==> config.mk <==
export PLATFORM = sky130hd
export DESIGN_NAME = mp2d_ctrl
export DESIGN_NICKNAME = d
export VERILOG_FILES = /design/src/rtl/max_pool2d_int16_stream_unit_assert.svh /design/src/rtl/mp2d_pkg.sv /design/src/rtl/mp2d_ctrl.sv
export SDC_FILE = /design/constraint.sdc
export NUM_CORES = 1
export LEC_CHECK = 0
export ABC_AREA = 1
export CAP_MARGIN = 20
export CORE_UTILIZATION = 40
export CTS_BUF_LIST = sky130_fd_sc_hd__clkbuf_4
export DETAILED_ROUTE_END_ITERATION = 6
export DONT_BUFFER_PORTS = 1
export HOLD_SLACK_MARGIN = 0.12
export MAX_ROUTING_LAYER = met4
export PLACE_DENSITY = 0.59
export SETUP_SLACK_MARGIN = 0.5
export SLEW_MARGIN = 10
export SYNTH_ARGS = -nofsm -noshare
export SYNTH_HDL_FRONTEND = slang
export SYNTH_SLANG_ARGS = --single-unit
==> constraint.sdc <==
create_clock -name i_clk -period 4.95 [get_ports i_clk]
set_input_delay 0 -clock i_clk [delete_from_list [all_inputs] [get_ports i_clk]]
set_output_delay 0 -clock i_clk [all_outputs]
set_load 0.02 [all_outputs]
==> src/rtl/max_pool2d_int16_stream_unit_assert.svh <==
// ----------------------------------------------------------------------------
// Assertion macros for the max pooling unit
// Concurrent assertion helpers that compile away when SYNTH is defined.
// ----------------------------------------------------------------------------
`ifndef MAX_POOL2D_INT16_STREAM_UNIT_ASSERT_SVH
`define MAX_POOL2D_INT16_STREAM_UNIT_ASSERT_SVH

`ifndef SYNTH
// Same-cycle implication, disabled while reset is asserted.
`define MP2D_ASSERT_IMP(lbl, clk, rst_n, ante, cons, msg) \
    lbl: assert property (@(posedge clk) disable iff (!rst_n) (ante) |-> (cons)) \
        else $error(msg);
// Next-cycle implication, disabled while reset is asserted.
`define MP2D_ASSERT_NXT(lbl, clk, rst_n, ante, cons, msg) \
    lbl: assert property (@(posedge clk) disable iff (!rst_n) (ante) |=> (cons)) \
        else $error(msg);
`else
`define MP2D_ASSERT_IMP(lbl, clk, rst_n, ante, cons, msg)
`define MP2D_ASSERT_NXT(lbl, clk, rst_n, ante, cons, msg)
`endif

`endif

==> src/rtl/mp2d_pkg.sv <==
// ----------------------------------------------------------------------------
// Max pooling package
// Shared widths, register indexes and the window position record.
// ----------------------------------------------------------------------------
package mp2d_pkg;

    localparam int SAMPLE_W   = 16;
    localparam int LINE_DEPTH = 1024;
    localparam int LINE_AW    = 10;
    localparam int MAX_POOL   = 8;
    localparam int WIN_W      = 3;

    localparam int POOL_W = 4;
    localparam int CH_W   = 11;
    localparam int IH_W   = 13;
    localparam int IW_W   = 11;
    localparam int OH_W   = 13;
    localparam int OW_W   = 11;

    localparam int CFG_IDX_W  = 3;
    localparam int CFG_DATA_W = 13;

    localparam logic [CFG_IDX_W-1:0] REG_POOL_SIZE  = 3'd0;
    localparam logic [CFG_IDX_W-1:0] REG_CHANNELS   = 3'd1;
    localparam logic [CFG_IDX_W-1:0] REG_IN_HEIGHT  = 3'd2;
    localparam logic [CFG_IDX_W-1:0] REG_IN_WIDTH   = 3'd3;
    localparam logic [CFG_IDX_W-1:0] REG_OUT_HEIGHT = 3'd4;
    localparam logic [CFG_IDX_W-1:0] REG_OUT_WIDTH  = 3'd5;

    // Where the current sample sits relative to its pooling window.
    typedef struct packed {
        logic               active;
        logic               first_col;
        logic               last_col;
        logic               first_row;
        logic               last_row;
        logic               frame_last;
        logic [LINE_AW-1:0] addr;
    } t_pos;

endpackage

==> src/rtl/mp2d_ctrl.sv <==
// ----------------------------------------------------------------------------
// Max pooling raster control
// Holds the configuration registers and the raster and window counters, and
// reports the window position of the next sample to be accepted.
// ----------------------------------------------------------------------------
module mp2d_ctrl (
    input  logic                             i_clk,
    input  logic                             i_rst_n,
    input  logic                             i_cfg_we,
    input  logic [mp2d_pkg::CFG_IDX_W-1:0]   i_cfg_idx,
    input  logic [mp2d_pkg::CFG_DATA_W-1:0]  i_cfg_data,
    input  logic                             i_step,
    output mp2d_pkg::t_pos                   o_pos
);
    import mp2d_pkg::*;

    logic [POOL_W-1:0] r_pool_size;
    logic [CH_W-1:0]   r_channels;
    logic [IH_W-1:0]   r_in_height;
    logic [IW_W-1:0]   r_in_width;
    logic [OH_W-1:0]   r_out_height;
    logic [OW_W-1:0]   r_out_width;

    logic [IW_W-1:0]   r_col_count, n_col_count;
    logic [IH_W-1:0]   r_row_count, n_row_count;
    logic [CH_W-1:0]   r_chan_count, n_chan_count;
    logic [WIN_W-1:0]  r_win_col, n_win_col;
    logic [WIN_W-1:0]  r_win_row, n_win_row;
    logic [OW_W-1:0]   r_out_col, n_out_col;
    logic [OH_W-1:0]   r_out_row, n_out_row;

    logic [WIN_W-1:0]  w_p_m1;
    logic [CH_W-1:0]   w_ch_m1;
    logic [IH_W-1:0]   w_ih_m1;
    logic [IW_W-1:0]   w_iw_m1;
    logic [OH_W-1:0]   w_oh;
    logic [OW_W-1:0]   w_ow;

    // Effective sizes: zero acts as one, the window and output width clamp.
    always_comb begin
        if (r_pool_size == '0) begin
            w_p_m1 = '0;
        end else if (r_pool_size > POOL_W'(MAX_POOL)) begin
            w_p_m1 = WIN_W'(MAX_POOL - 1);
        end else begin
            w_p_m1 = WIN_W'(r_pool_size - POOL_W'(1));
        end
        w_ch_m1 = (r_channels == '0) ? '0 : r_channels - CH_W'(1);
        w_ih_m1 = (r_in_height == '0) ? '0 : r_in_height - IH_W'(1);
        w_iw_m1 = (r_in_width == '0) ? '0 : r_in_width - IW_W'(1);
        w_oh    = (r_out_height == '0) ? OH_W'(1) : r_out_height;
        if (r_out_width == '0) begin
            w_ow = OW_W'(1);
        end else if (r_out_width > OW_W'(LINE_DEPTH)) begin
            w_ow = OW_W'(LINE_DEPTH);
        end else begin
            w_ow = r_out_width;
        end
    end

    always_comb begin
        o_pos.active     = (r_out_col < w_ow) && (r_out_row < w_oh);
        o_pos.first_col  = (r_win_col == '0);
        o_pos.last_col   = (r_win_col >= w_p_m1);
        o_pos.first_row  = (r_win_row == '0);
        o_pos.last_row   = (r_win_row >= w_p_m1);
        o_pos.frame_last = (r_out_col == w_ow - OW_W'(1)) &&
                           (r_out_row == w_oh - OH_W'(1)) &&
                           (r_chan_count >= w_ch_m1);
        o_pos.addr       = r_out_col[LINE_AW-1:0];
    end

    always_comb begin
        n_col_count  = r_col_count;
        n_row_count  = r_row_count;
        n_chan_count = r_chan_count;
        n_win_col    = r_win_col;
        n_win_row    = r_win_row;
        n_out_col    = r_out_col;
        n_out_row    = r_out_row;
        if (r_col_count >= w_iw_m1) begin
            n_col_count = '0;
            n_win_col   = '0;
            n_out_col   = '0;
            if (r_row_count >= w_ih_m1) begin
                n_row_count  = '0;
                n_win_row    = '0;
                n_out_row    = '0;
                n_chan_count = (r_chan_count >= w_ch_m1) ? '0 : r_chan_count + CH_W'(1);
            end else begin
                n_row_count = r_row_count + IH_W'(1);
                if (r_win_row >= w_p_m1) begin
                    n_win_row = '0;
                    n_out_row = r_out_row + OH_W'(1);
                end else begin
                    n_win_row = r_win_row + WIN_W'(1);
                end
            end
        end else begin
            n_col_count = r_col_count + IW_W'(1);
            if (r_win_col >= w_p_m1) begin
                n_win_col = '0;
                n_out_col = r_out_col + OW_W'(1);
            end else begin
                n_win_col = r_win_col + WIN_W'(1);
            end
        end
    end

    always_ff @(posedge i_clk) begin
        if (!i_rst_n) begin
            r_pool_size  <= POOL_W'(2);
            r_channels   <= CH_W'(1);
            r_in_height  <= IH_W'(32);
            r_in_width   <= IW_W'(32);
            r_out_height <= OH_W'(16);
            r_out_width  <= OW_W'(16);
        end else if (i_cfg_we) begin
            case (i_cfg_idx)
                REG_POOL_SIZE:  r_pool_size  <= i_cfg_data[POOL_W-1:0];
                REG_CHANNELS:   r_channels   <= i_cfg_data[CH_W-1:0];
                REG_IN_HEIGHT:  r_in_height  <= i_cfg_data[IH_W-1:0];
                REG_IN_WIDTH:   r_in_width   <= i_cfg_data[IW_W-1:0];
                REG_OUT_HEIGHT: r_out_height <= i_cfg_data[OH_W-1:0];
                REG_OUT_WIDTH:  r_out_width  <= i_cfg_data[OW_W-1:0];
                default: ;
            endcase
        end
    end

    always_ff @(posedge i_clk) begin
        if (!i_rst_n) begin
            r_col_count  <= '0;
            r_row_count  <= '0;
            r_chan_count <= '0;
            r_win_col    <= '0;
            r_win_row    <= '0;
            r_out_col    <= '0;
            r_out_row    <= '0;
        end else if (i_step) begin
            r_col_count  <= n_col_count;
            r_row_count  <= n_row_count;
            r_chan_count <= n_chan_count;
            r_win_col    <= n_win_col;
            r_win_row    <= n_win_row;
            r_out_col    <= n_out_col;
            r_out_row    <= n_out_row;
        end
    end

endmodule

After elaboration in Yosys (flattened, before gate mapping)
Index checks and enable logic that the tools add are counted.
{"block": "classes", "addsub": 13, "mul": 0, "n_div": 0, "order_cmp": 9, "eq_ne": 7, "n_shift": 0, "muxes": 19, "n_bitwise": 0, "reduce_logical": 24}
{"operator": "2-to-1 mux 11 bit", "n": 8}
{"operator": "2-to-1 mux 13 bit", "n": 5}
{"operator": "adder 11 x 1 -> 11 bit, second input constant", "n": 3}
{"operator": "zero test 11 bit", "n": 3}
{"operator": "subtractor 11 x 1 -> 11 bit, second input constant", "n": 3}
{"operator": "adder 13 x 1 -> 13 bit, second input constant", "n": 2}
{"operator": "zero test 13 bit", "n": 2}
{"operator": "subtractor 13 x 1 -> 13 bit, second input constant", "n": 2}
{"operator": ">= comparator 11 bit", "n": 2}
{"operator": "2-to-1 mux 3 bit", "n": 6}
{"operator": "AND reduction 2 bit", "n": 8}
{"operator": "equality test 13 bit", "n": 1}
{"operator": ">= comparator 13 bit", "n": 1}
{"operator": "< comparator 13 bit", "n": 1}
{"operator": "equality test 11 bit", "n": 1}
{"operator": "> comparator 11 bit, second input constant", "n": 1}
{"operator": "< comparator 11 bit", "n": 1}
{"operator": "zero test 3 bit", "n": 3}
{"operator": "adder 3 x 1 -> 3 bit, second input constant", "n": 2}
{"operator": "equality test 3 x 2 -> 1 bit, second input constant", "n": 2}
{"operator": "equality test 3 bit, second input constant", "n": 2}
{"operator": ">= comparator 3 bit", "n": 2}
{"operator": "AND reduction 3 bit", "n": 2}
{"operator": "> comparator 4 bit, second input constant", "n": 1}
{"operator": "5 further kinds", "n": 8}
{"block": "word_totals", "regBits": 128, "latch_bits": 0, "ram_bits": 0, "mem_bits_ro": 0, "in_bits": 20, "mem_count": 0}

Depth between registers and ports, before layout
Gate-level depths: netlist of run 1.
{"block": "depth", "word_depth": 7, "ltp_mapped": 22, "mapped_depth_nobuf": 22}

Least setup slack after synthesis of run 1
No wires, ideal clock.
{"block": "synth_path", "path_type": "register to register", "startpoint": "register r_in_height[0]", "endpoint": "register r_out_row[9]", "t_arrival_ns": 2.884, "required_time_ns": 4.835, "setup_slack_ns": 1.950, "stages_incl_launch_ff": 17, "path_buffers": 1, "path_cell_list": "dfxtp_1 inv_1 ha_1 nand2_1 nor4_1 clkinv_1 nand2_1 ha_1 a21oi_1 o21ai_0 a21oi_1 nand3_2 o21ai_2 buf_4 nor3_1 o21ai_0 inv_1"}
{"block": "synth_via", "elab_chain_cells": 5, "elab_cells_between_ends": 7}
{"element": "from (decl)", "line": "mp2d_ctrl.sv:19", "source": "logic [IH_W-1:0] r_in_height;"}
{"element": "from (signal assigned)", "line": "mp2d_ctrl.sv:122", "source": "REG_IN_HEIGHT: r_in_height <= i_cfg_data[IH_W-1:0];"}
{"element": "subtractor 13 x 1 -> 13 bit or zero test 13 bit (tied branches)", "line": "mp2d_ctrl.sv:49", "source": "w_ih_m1 = (r_in_height == '0) ? '0 : r_in_height - IH_W'(1);"}
{"element": "2-to-1 mux 13 bit *", "line": "mp2d_ctrl.sv:49"}
{"element": ">= comparator 13 bit *", "line": "mp2d_ctrl.sv:85", "source": "if (r_row_count >= w_ih_m1) begin"}
{"element": "nonzero test 2 bit (no line)"}
{"element": "AND reduction 3 bit (no line)"}
{"element": "to (signal assigned)", "line": "mp2d_ctrl.sv:147", "source": "r_out_row <= n_out_row;"}
{"element": "to (decl)", "line": "mp2d_ctrl.sv:30", "source": "logic [OH_W-1:0] r_out_row, n_out_row;"}
Mark *: on every way between the ends. The rest lies on a longest branch, timed or not.
A chain may end at the register's enable or synchronous reset.

Final worst setup path of run 1
{"block": "layout_path", "startpoint": "register r_in_height[1]", "endpoint": "register r_out_row[2]"}
Same word-level chain as after synthesis.

==> qor.txt, run 1 <==
Status: finished, final reports clean
EDFF count, synth: 0
Setup bufs post-CTS: 0
WL per Instance: 14.1 µm
Final hold vios: 0
Crit. path cell count: 17
Worst skew pair latency: 0.57 ns
Ports: 36
RSZ-0062 raised after global routing: false
#FFs+latches synth: 128
Slack of the worst reg-to-reg path: 1.18 ns
Sw Share: 31.3%
Layout Skew: 0.0211 ns
Sequential share of the synthesized area: 30.2%
Fillers: 2,111
Max Slew Vio Count: 0
F_max: 265 MHz
Hpwl dp: 16,600 µm
Post-Syn Area: 0.00849 mm²
Post-DP Area: 0.00864 mm²
Final setup violation count: 0
Sequential fraction of design power: 48.6%
Clock-pin slew on the worst setup and hold paths: 0.14 ns
Yosys warnings: 0
Critical path arrival: 4.23 ns
Critical Path Fanout Max: 16
Primary FF master, synth: dfxtp_1
Worst setup EP type: flop
Syn Nets: 1,354
Combinational group share of total power: 16.5%
Layout cells sized above 1: 4.64%
Crit path required time: 5.41 ns
TritonCTS clock tree: built
CP top delay family: simple AND/OR/NAND/NOR gates
Site Rows: 52
RR Startpoint: r_in_height[1]
Critical-path cell with the highest stage delay: o21ai_2
Die width: 148 µm
CP Launch Type: flop
Core area: 0.0205 mm²
Via density: 5.12
Cell internal pwr: 1.53 mW
Multi-input gate area: 0.00515 mm²
Vias in the first global route: 7,427
GRT Total Usage: 22.3%
Post-layout minimum cycle time: 3.77 ns
Root Buffer: clkbuf_4
Via Count: 8,021
Starting DRT DRC Count: 501
Fraction of registers with async set/reset: 0%
First-pass GRT wire length: 37,300 µm
Area Overhead vs Synth: 10.6%
Worst setup path endpoint: r_out_row[2]
DRC violations left: 0
Final Wtd Congestion: 0.860
WS Path Type: flop to flop
H-tree depth: 4
Synth area leaders: dfxtp_1 30%, ha_1 12%, nand2_1 9.9%, nor2_1 8.3%, inv_1 6.7%
Worst stage delay on the critical path: 0.58 ns
Post-synth top area share: 30.2%
Clock share of power: 34.9%
Worst Setup SP: r_in_height[1]
Fin crit share: 76.3%
Finished Core Util: 45.8%
PwrDens: 238 mW/mm²
DRT antenna net count: 0
Leakage power: 4.10 nW
Worst VDD drop: 0.138 mV
Seq. cell area: 0.00256 mm²
Post-layout instance area: 0.00939 mm²
Die ar.: 0.0218 mm²
Largest net degree at the start of global routing: 74
Routed WL: 22,100 µm
MaxCap Viol Count: 0
Tightest Hold Check Type: input port to flop
Unique masters post-synth: 46
Sum Neg Setup Slack: 0 ns
Effective utilization at floorplan: 41.4%
Clk sinks: 128
Crit path buf inv count: 4
Fin nets: 1,382
Grt total ovfl: 0
Yosys top cell by area: dfxtp_1
Worst r2r dst: r_out_row[2]
PortBufs: 0
Number of detailed-route iterations in the first pass: 5
Cell Chain, Critical Path: inv_1 > ha_1 > nand2_1 > nor4_1 > clkinv_1 > nand2_1 > ha_1 > a21oi_1 > o21ai_0 > a21oi_1 > nand3_2 > o21ai_2 > inv_2 > nand2_1 > a21oi_1 > o21ai_0 > inv_1
Max clock buf depth: 2
Number of antenna violations at the first check in global routing: 3
Post-Synthesis Cells: 1,253
Psw: 0.699 mW
Max transition margin: 50.4%
R2R cell count: 17
Worst Max-Slew Pin Slew: 0.741 ns
Total CTS buffers: 17
Synth Area per Inst: 6.77 µm²
Die Y: 148 µm
[cell families (layout without fill, tap and decap cells)]
| family | after synthesis | count (layout) | synth area share (%) |
|---|---|---|---|
| AND/OR/NAND/NOR | 571 | 571 | 29.0 |
| AO/OA/AOI/OAI | 242 | 242 | 15.4 |
| buffers and inverters | 191 | 232 | 9.18 |
| flip-flops | 128 | 128 | 30.2 |
| adder cells (fa/ha/maj) | 81 | 81 | 11.9 |
| XOR/XNOR | 40 | 40 | 4.29 |
| other | 0 | 2 | 0 |
[flip-flops by register name (all words and copies together), names as in the netlist]
signal and flops:
r_out_row 13, r_in_width 11, r_out_width 11, r_out_height 13, r_col_count 11, r_channels 11
r_row_count 13, r_chan_count 11, r_pool_size 4, r_win_row 3, r_in_height 13, r_win_col 3
r_out_col 11
[layout by cell type (no fill, tap or decap), types with 10 or more instances in the layout]
cell type,synthesis,layout
xnor2_1,12,12
nand4_1,20,20
nor3_1,30,29
ha_1,81,81
dfxtp_1,128,128
a21oi_1,96,96
xor2_1,27,27
dlygate4sd3_1,0,41
inv_1,151,151
o21ai_0,103,103
nand3_1,69,69
clkbuf_4,0,17
nor2_1,187,187
nand2_1,224,224
nor3b_1,10,10
[through the flow]
stage               worst slack, ns  power (mW)  cells  hold WS (ns)
global placement               1.09        1.42   1490        0.0994
detailed placement            0.995        1.42   1490         0.103
floorplan                      1.95        1.37   1253         0.126
finish                         1.18        2.23   1566         0.331
CTS                           0.957        2.25   1564         0.293
global route                  0.638        2.36   1566         0.311
[how the worst min path moves through the flow]
stage | cells after the start | end | start
2_1_floorplan | 2 | r_in_width[5] | i_cfg_data[5]
3_3_place_gp | 1 | r_in_height[5] | i_rst_n
3_5_place_dp | 1 | r_in_height[5] | i_rst_n
4_1_cts | 3 | r_win_col[0] | i_step
5_1_grt | 3 | r_in_height[3] | i_cfg_data[3]
6_report | 3 | r_win_col[0] | i_step
[what timing repair did]
action | in CTS | in global routing
hold endpoints to repair | 124 | 0
gates resized for setup | 0 | 1
setup endpoints to repair | 0 | 3
hold buffers | 42 | 0
[cell usage after synthesis (all sizes together), types with 2 or more instances]
master	number
a211oi	6
a21oi	97
a31oi	8
buf	18
clkbuf	16
clkinv	2
dfxtp	128
ha	81
inv	155
nand2	231
nand3	71
nand3b	6
nand4	20
nor2	189
nor3	30
nor3b	10
nor4	5
o211ai	8
o21a	6
o21ai	109
o22ai	2
o31ai	2
or2	8
xnor2	12
xor2	27
[routing by layer]
metal,global-route usage [%],part of all wire [%],vias to the layer above
met5,-,0,-
met4,7.89,2.4,0
met3,3.92,3.6,27
met2,35.4,46,144
met1,28.3,48,3645
li1,-,-,4205
[power by group through the flow]
stage	clock network [mW]	registers [mW]	logic, mW
6_report	0.779	1.08	0.368
3_3_place_gp	0	1.11	0.313
5_1_grt	0.846	1.09	0.423
2_1_floorplan	0	1.10	0.271
3_5_place_dp	0	1.11	0.317
4_1_cts	0.798	1.08	0.366
[area by class of cell]
cell class	count	share of cell area, %
timing repair buffer	43	4.74
inverter	157	6.29
sequential	128	27.3
clock inverter	15	1.80
clock buffer	17	1.36
antenna	2	0.0533
tap	270	3.60
multi-input combinational	934	54.9
[worst register-to-register path, delay by kind of cell, from the launching register on]
kind                     cells  cell delay, ns
adder cells (fa/ha/maj)      2            0.44
AND/OR/NAND/NOR              5            1.12
AO/OA/AOI/OAI                6            1.11
buffers and inverters        4            0.65
flip-flops                   1            0.35
Note: power is estimated with default switching activity, not from simulation.
==> run 2: changes to the inputs <==
--- a/config.mk
+++ b/config.mk
@@ -5,7 +5,7 @@
 export SDC_FILE = /design/constraint.sdc
 export NUM_CORES = 1
 export LEC_CHECK = 0
-export ABC_AREA = 1
+export ABC_AREA = 0
 export CAP_MARGIN = 20
 export CORE_UTILIZATION = 40
 export CTS_BUF_LIST = sky130_fd_sc_hd__clkbuf_4
@@ -13,7 +13,7 @@
 export DONT_BUFFER_PORTS = 1
 export HOLD_SLACK_MARGIN = 0.12
 export MAX_ROUTING_LAYER = met4
-export PLACE_DENSITY = 0.59
+export PLACE_DENSITY = 0.61
 export SETUP_SLACK_MARGIN = 0.5
 export SLEW_MARGIN = 10
 export SYNTH_ARGS = -nofsm -noshare
==> constraint.sdc (replaced) <==
create_clock -name i_clk -period 3.1 [get_ports i_clk]
set_input_delay 0 -clock i_clk [delete_from_list [all_inputs] [get_ports i_clk]]
set_output_delay 0 -clock i_clk [all_outputs]
set_load 0.02 [all_outputs]
==> run 2 against run 1 <==
The run now ends with negative hold slack, negative setup slack left. Power rose by 65%. Wire length rose by 14%. Synthesized cell count fell by 13%. Worst hold slack got worse by 0.73 ns. Via count rose by 5.2%. Non-clock buffer count rose by 197. Synthesized area rose by 0.78%. Largest cell class unchanged. Die area rose by 0.77%. Critical path type unchanged. Sequential share of layout area fell by 6.0 points. Flip-flop and latch count did not move.
==> qor.txt, run 2 <==
Worst Max-Slew Pin Slew: 0.901 ns (+0.161 ns)
Number of antenna violations at the first check in global routing: 2 (-1)
Effective utilization at floorplan: 40.7% (-0.72 points)
Via Count: 8,442 (+5.2%)
Hold Path Cell Cnt: 2 (-1)
GRT Total Usage: 23.9% (+1.7 points)
Synth Area per Inst: 7.84 µm² (+16%)
Sequential share of the synthesized area: 30.0% (-0.23 points)
Layout Skew: 0.0232 ns (+0.00206 ns)
WS Path Type: flop to flop
Fraction of registers with async set/reset: 0% (unchanged)
Root Buffer: clkbuf_4
Failing checks: negative hold slack, negative setup slack
Hpwl dp: 16,100 µm (-3.1%)
Syn Nets: 1,192 (-12%)
Post-layout minimum cycle time: 3.79 ns (+0.0141 ns)
Most frequent cells in the layout: 206 x nand2_1, 124 x dlygate4sd3_1, 120 x dfxtp_1, 95 x buf_4, 71 x ha_1
Most common cell after layout, fill and taps aside: nand2_1
DRT antenna net count: 0 (unchanged)
Die Y: 148 µm (+0.39%)
Post-Synthesis Cells: 1,091 (-13%)
H-tree depth: 4 (unchanged)
RSZ-0062 raised after global routing: true
Tightest Hold Check Type: input port to flop
HP Start: i_rst_n
Ports: 36 (unchanged)
F_max: 264 MHz (-0.37%)
DR WL met2: 12,200 µm (+20%)
Worst setup EP type: flop
RR Startpoint: r_in_height[5]
Final Wtd Congestion: 0.860 (about the same)
Site Rows: 53 (+1.9%)
Largest net degree at the start of global routing: 99 (+34%)
Clk sinks: 128 (unchanged)
WL met3: 1040 µm (+31%)
Synth top cells by count: 217 x nand2_1, 128 x dfxtp_1, 81 x ha_1
Slack of the worst reg-to-reg path: -0.69 ns (-1.86 ns)
R2R cell count: 13 (-4)
Post-Syn Area: 0.00855 mm² (+0.78%)
Critical Path Fanout Max: 7 (-9)
Unique masters post-synth: 62 (+35%)
First-pass GRT wire length: 40,800 µm (+9.5%)
Layout cells sized above 1: 22.3% (+18 points)
Area Overhead vs Synth: 41.2%
Die ar.: 0.0220 mm² (+0.77%)
EDFF count, synth: 0 (unchanged)
Critical path arrival: 4.26 ns (+0.03 ns)
Grt total ovfl: 0 (unchanged)
Primary FF master, synth: dfxtp_1
Vias in the first global route: 8,185 (+10%)
Fin nets: 1,406 (+1.7%)
Hold_ws: -0.401 ns (-0.733 ns)
TritonCTS clock tree: built
Max Slew Vio Count: 0 (unchanged)
Hold EP: r_out_row[5]
Final hold vios: 65 (+65)
DRC violations left: 0 (unchanged)
Synth area leaders: dfxtp_1 30%, ha_1 12%, nand2_1 9.5%, xnor2_1 5.2%, a21boi_0 4.8%
Crit path required time: 3.57 ns (-1.84 ns)
Status: finished with violations
Number of detailed-route iterations in the first pass: 5 (unchanged)
Met1 WL: 11,400 µm (+7.1%)
Post-DP Area: 0.00954 mm² (+10%)
Fin crit share: 122% (+46 points)
PwrDens: 305 mW/mm² (+28%)
Cts hold-fix bufs: 124 (+200%)
Dpl ws: -0.825 ns (-1.82 ns)
Routed WL: 25,300 µm (+14%)
Worst VDD drop: 0.183 mV (+33%)
Worst skew pair latency: 0.58 ns (about the same)
Leakage power: 4.88 nW (+19%)
MaxCap Viol Count: 0 (unchanged)
Starting DRT DRC Count: 406 (-19%)
Yosys warnings: 0 (unchanged)
Die width: 148 µm (+0.39%)
Max transition margin: 39.7% (-11 points)
Max clock buf depth: 2 (unchanged)
Post-synth top area share: 30.0% (-0.23 points)
Core area: 0.0210 mm² (+2.6%)
#FFs+latches synth: 128 (unchanged)
Worst r2r dst: r_chan_count[9]
PortBufs: 0 (unchanged)
Final setup violation count: 56 (+56)
Total CTS buffers: 17 (unchanged)
Yosys top cell by area: dfxtp_1
Post-layout instance area: 0.0121 mm² (+29%)
CP Launch Type: flop
Clock-pin slew on the worst setup and hold paths: 0.12 ns (-0.02 ns)
Most numerous cell in the Yosys netlist: nand2_1
Top routing layer used: met4
WL per Instance: 15.8 µm (+12%)
Worst setup margin: -0.689 ns (-1.86 ns)
Via density: 5.29 (+3.3%)
## run 2: what timing repair did
item	CTS	global route
endpoints found under the setup margin	69	69
gates cloned	4	4
endpoints found under the hold margin	128	65
pin swaps	29	48
gates resized for setup	64	101
setup buffers	10	14
## run 2: critical path, cell delays in order (launching register included)
cell	delay, ns
dfxtp_2	0.34
or4_4	0.53
or4_4	0.45
or3_4	0.41
nand2_4	0.09
ha_4	0.19
and3_4	0.17
a221o_1	0.29
a221o_1	0.38
a41oi_4	0.29
buf_4	0.17
buf_6	0.11
nor2_2	0.05
a41o_1	0.22
## run 2: worst max-delay path by stage
stage                         from         endpoint  cells past startpoint
finish              r_in_height[5]  r_chan_count[9]                     13
global route        r_in_height[5]    r_out_row[11]                     13
CTS                 r_in_height[5]     r_out_row[9]                     12
detailed placement  r_in_height[5]  r_chan_count[3]                     13
global placement    r_in_height[5]  r_chan_count[3]                     13
floorplan           r_in_height[5]     r_out_row[7]                     14
## run 2: power by group
group / total, mW / switching (mW) / internal [mW]
Clock: 1.21 / 0.723 / 0.485
Sequential: 1.70 / 0.0261 / 1.67
Combinational: 0.780 / 0.399 / 0.380
## run 2: cell type report
cell class | count | area, µm²
Antenna cell | 2 | 5.00
Timing Repair Buffer | 240 | 2260
Clock buffer | 17 | 128
Clock inverter | 15 | 159
Inverter | 46 | 181
Multi-Input combinational cell | 872 | 6420
Sequential cell | 128 | 2580
Tap cell | 275 | 344
Fill cell | 1807 | 8940
## run 2: per-layer routing
layer  track usage, %  vias to the layer above
li1                 -                     4242
met1             29.2                     3995
met2             39.6                      162
met3             3.87                       43
met4             8.76                        0
met5                -                        -
## run 2: cells by family (layout without fill, tap and decap cells)
logic type | count (synthesis) | in the layout | share of synthesized area, %
AND/OR/NAND/NOR | 495 | 500 | 27.5
AO/OA/AOI/OAI | 200 | 201 | 16.4
flip-flops | 128 | 128 | 30.0
buffers and inverters | 97 | 318 | 4.91
adder cells (fa/ha/maj) | 81 | 81 | 11.8
XOR/XNOR | 81 | 81 | 8.29
multiplexers | 9 | 9 | 1.05
other | 0 | 2 | 0
## run 2: through the flow
step	setup TNS, ns	hold WS (ns)	power [mW]	utilization, %	std cells
6_report	-27.19	-0.401	3.69	57.5	1595
3_3_place_gp	-28.00	0.0977	2.27	45.4	1405
3_5_place_dp	-29.47	0.101	2.28	45.4	1405
4_1_cts	-28.00	-0.456	3.61	54.6	1575
5_1_grt	-34.33	-0.447	3.85	57.5	1595
2_1_floorplan	-24.67	0.124	2.13	-	1091
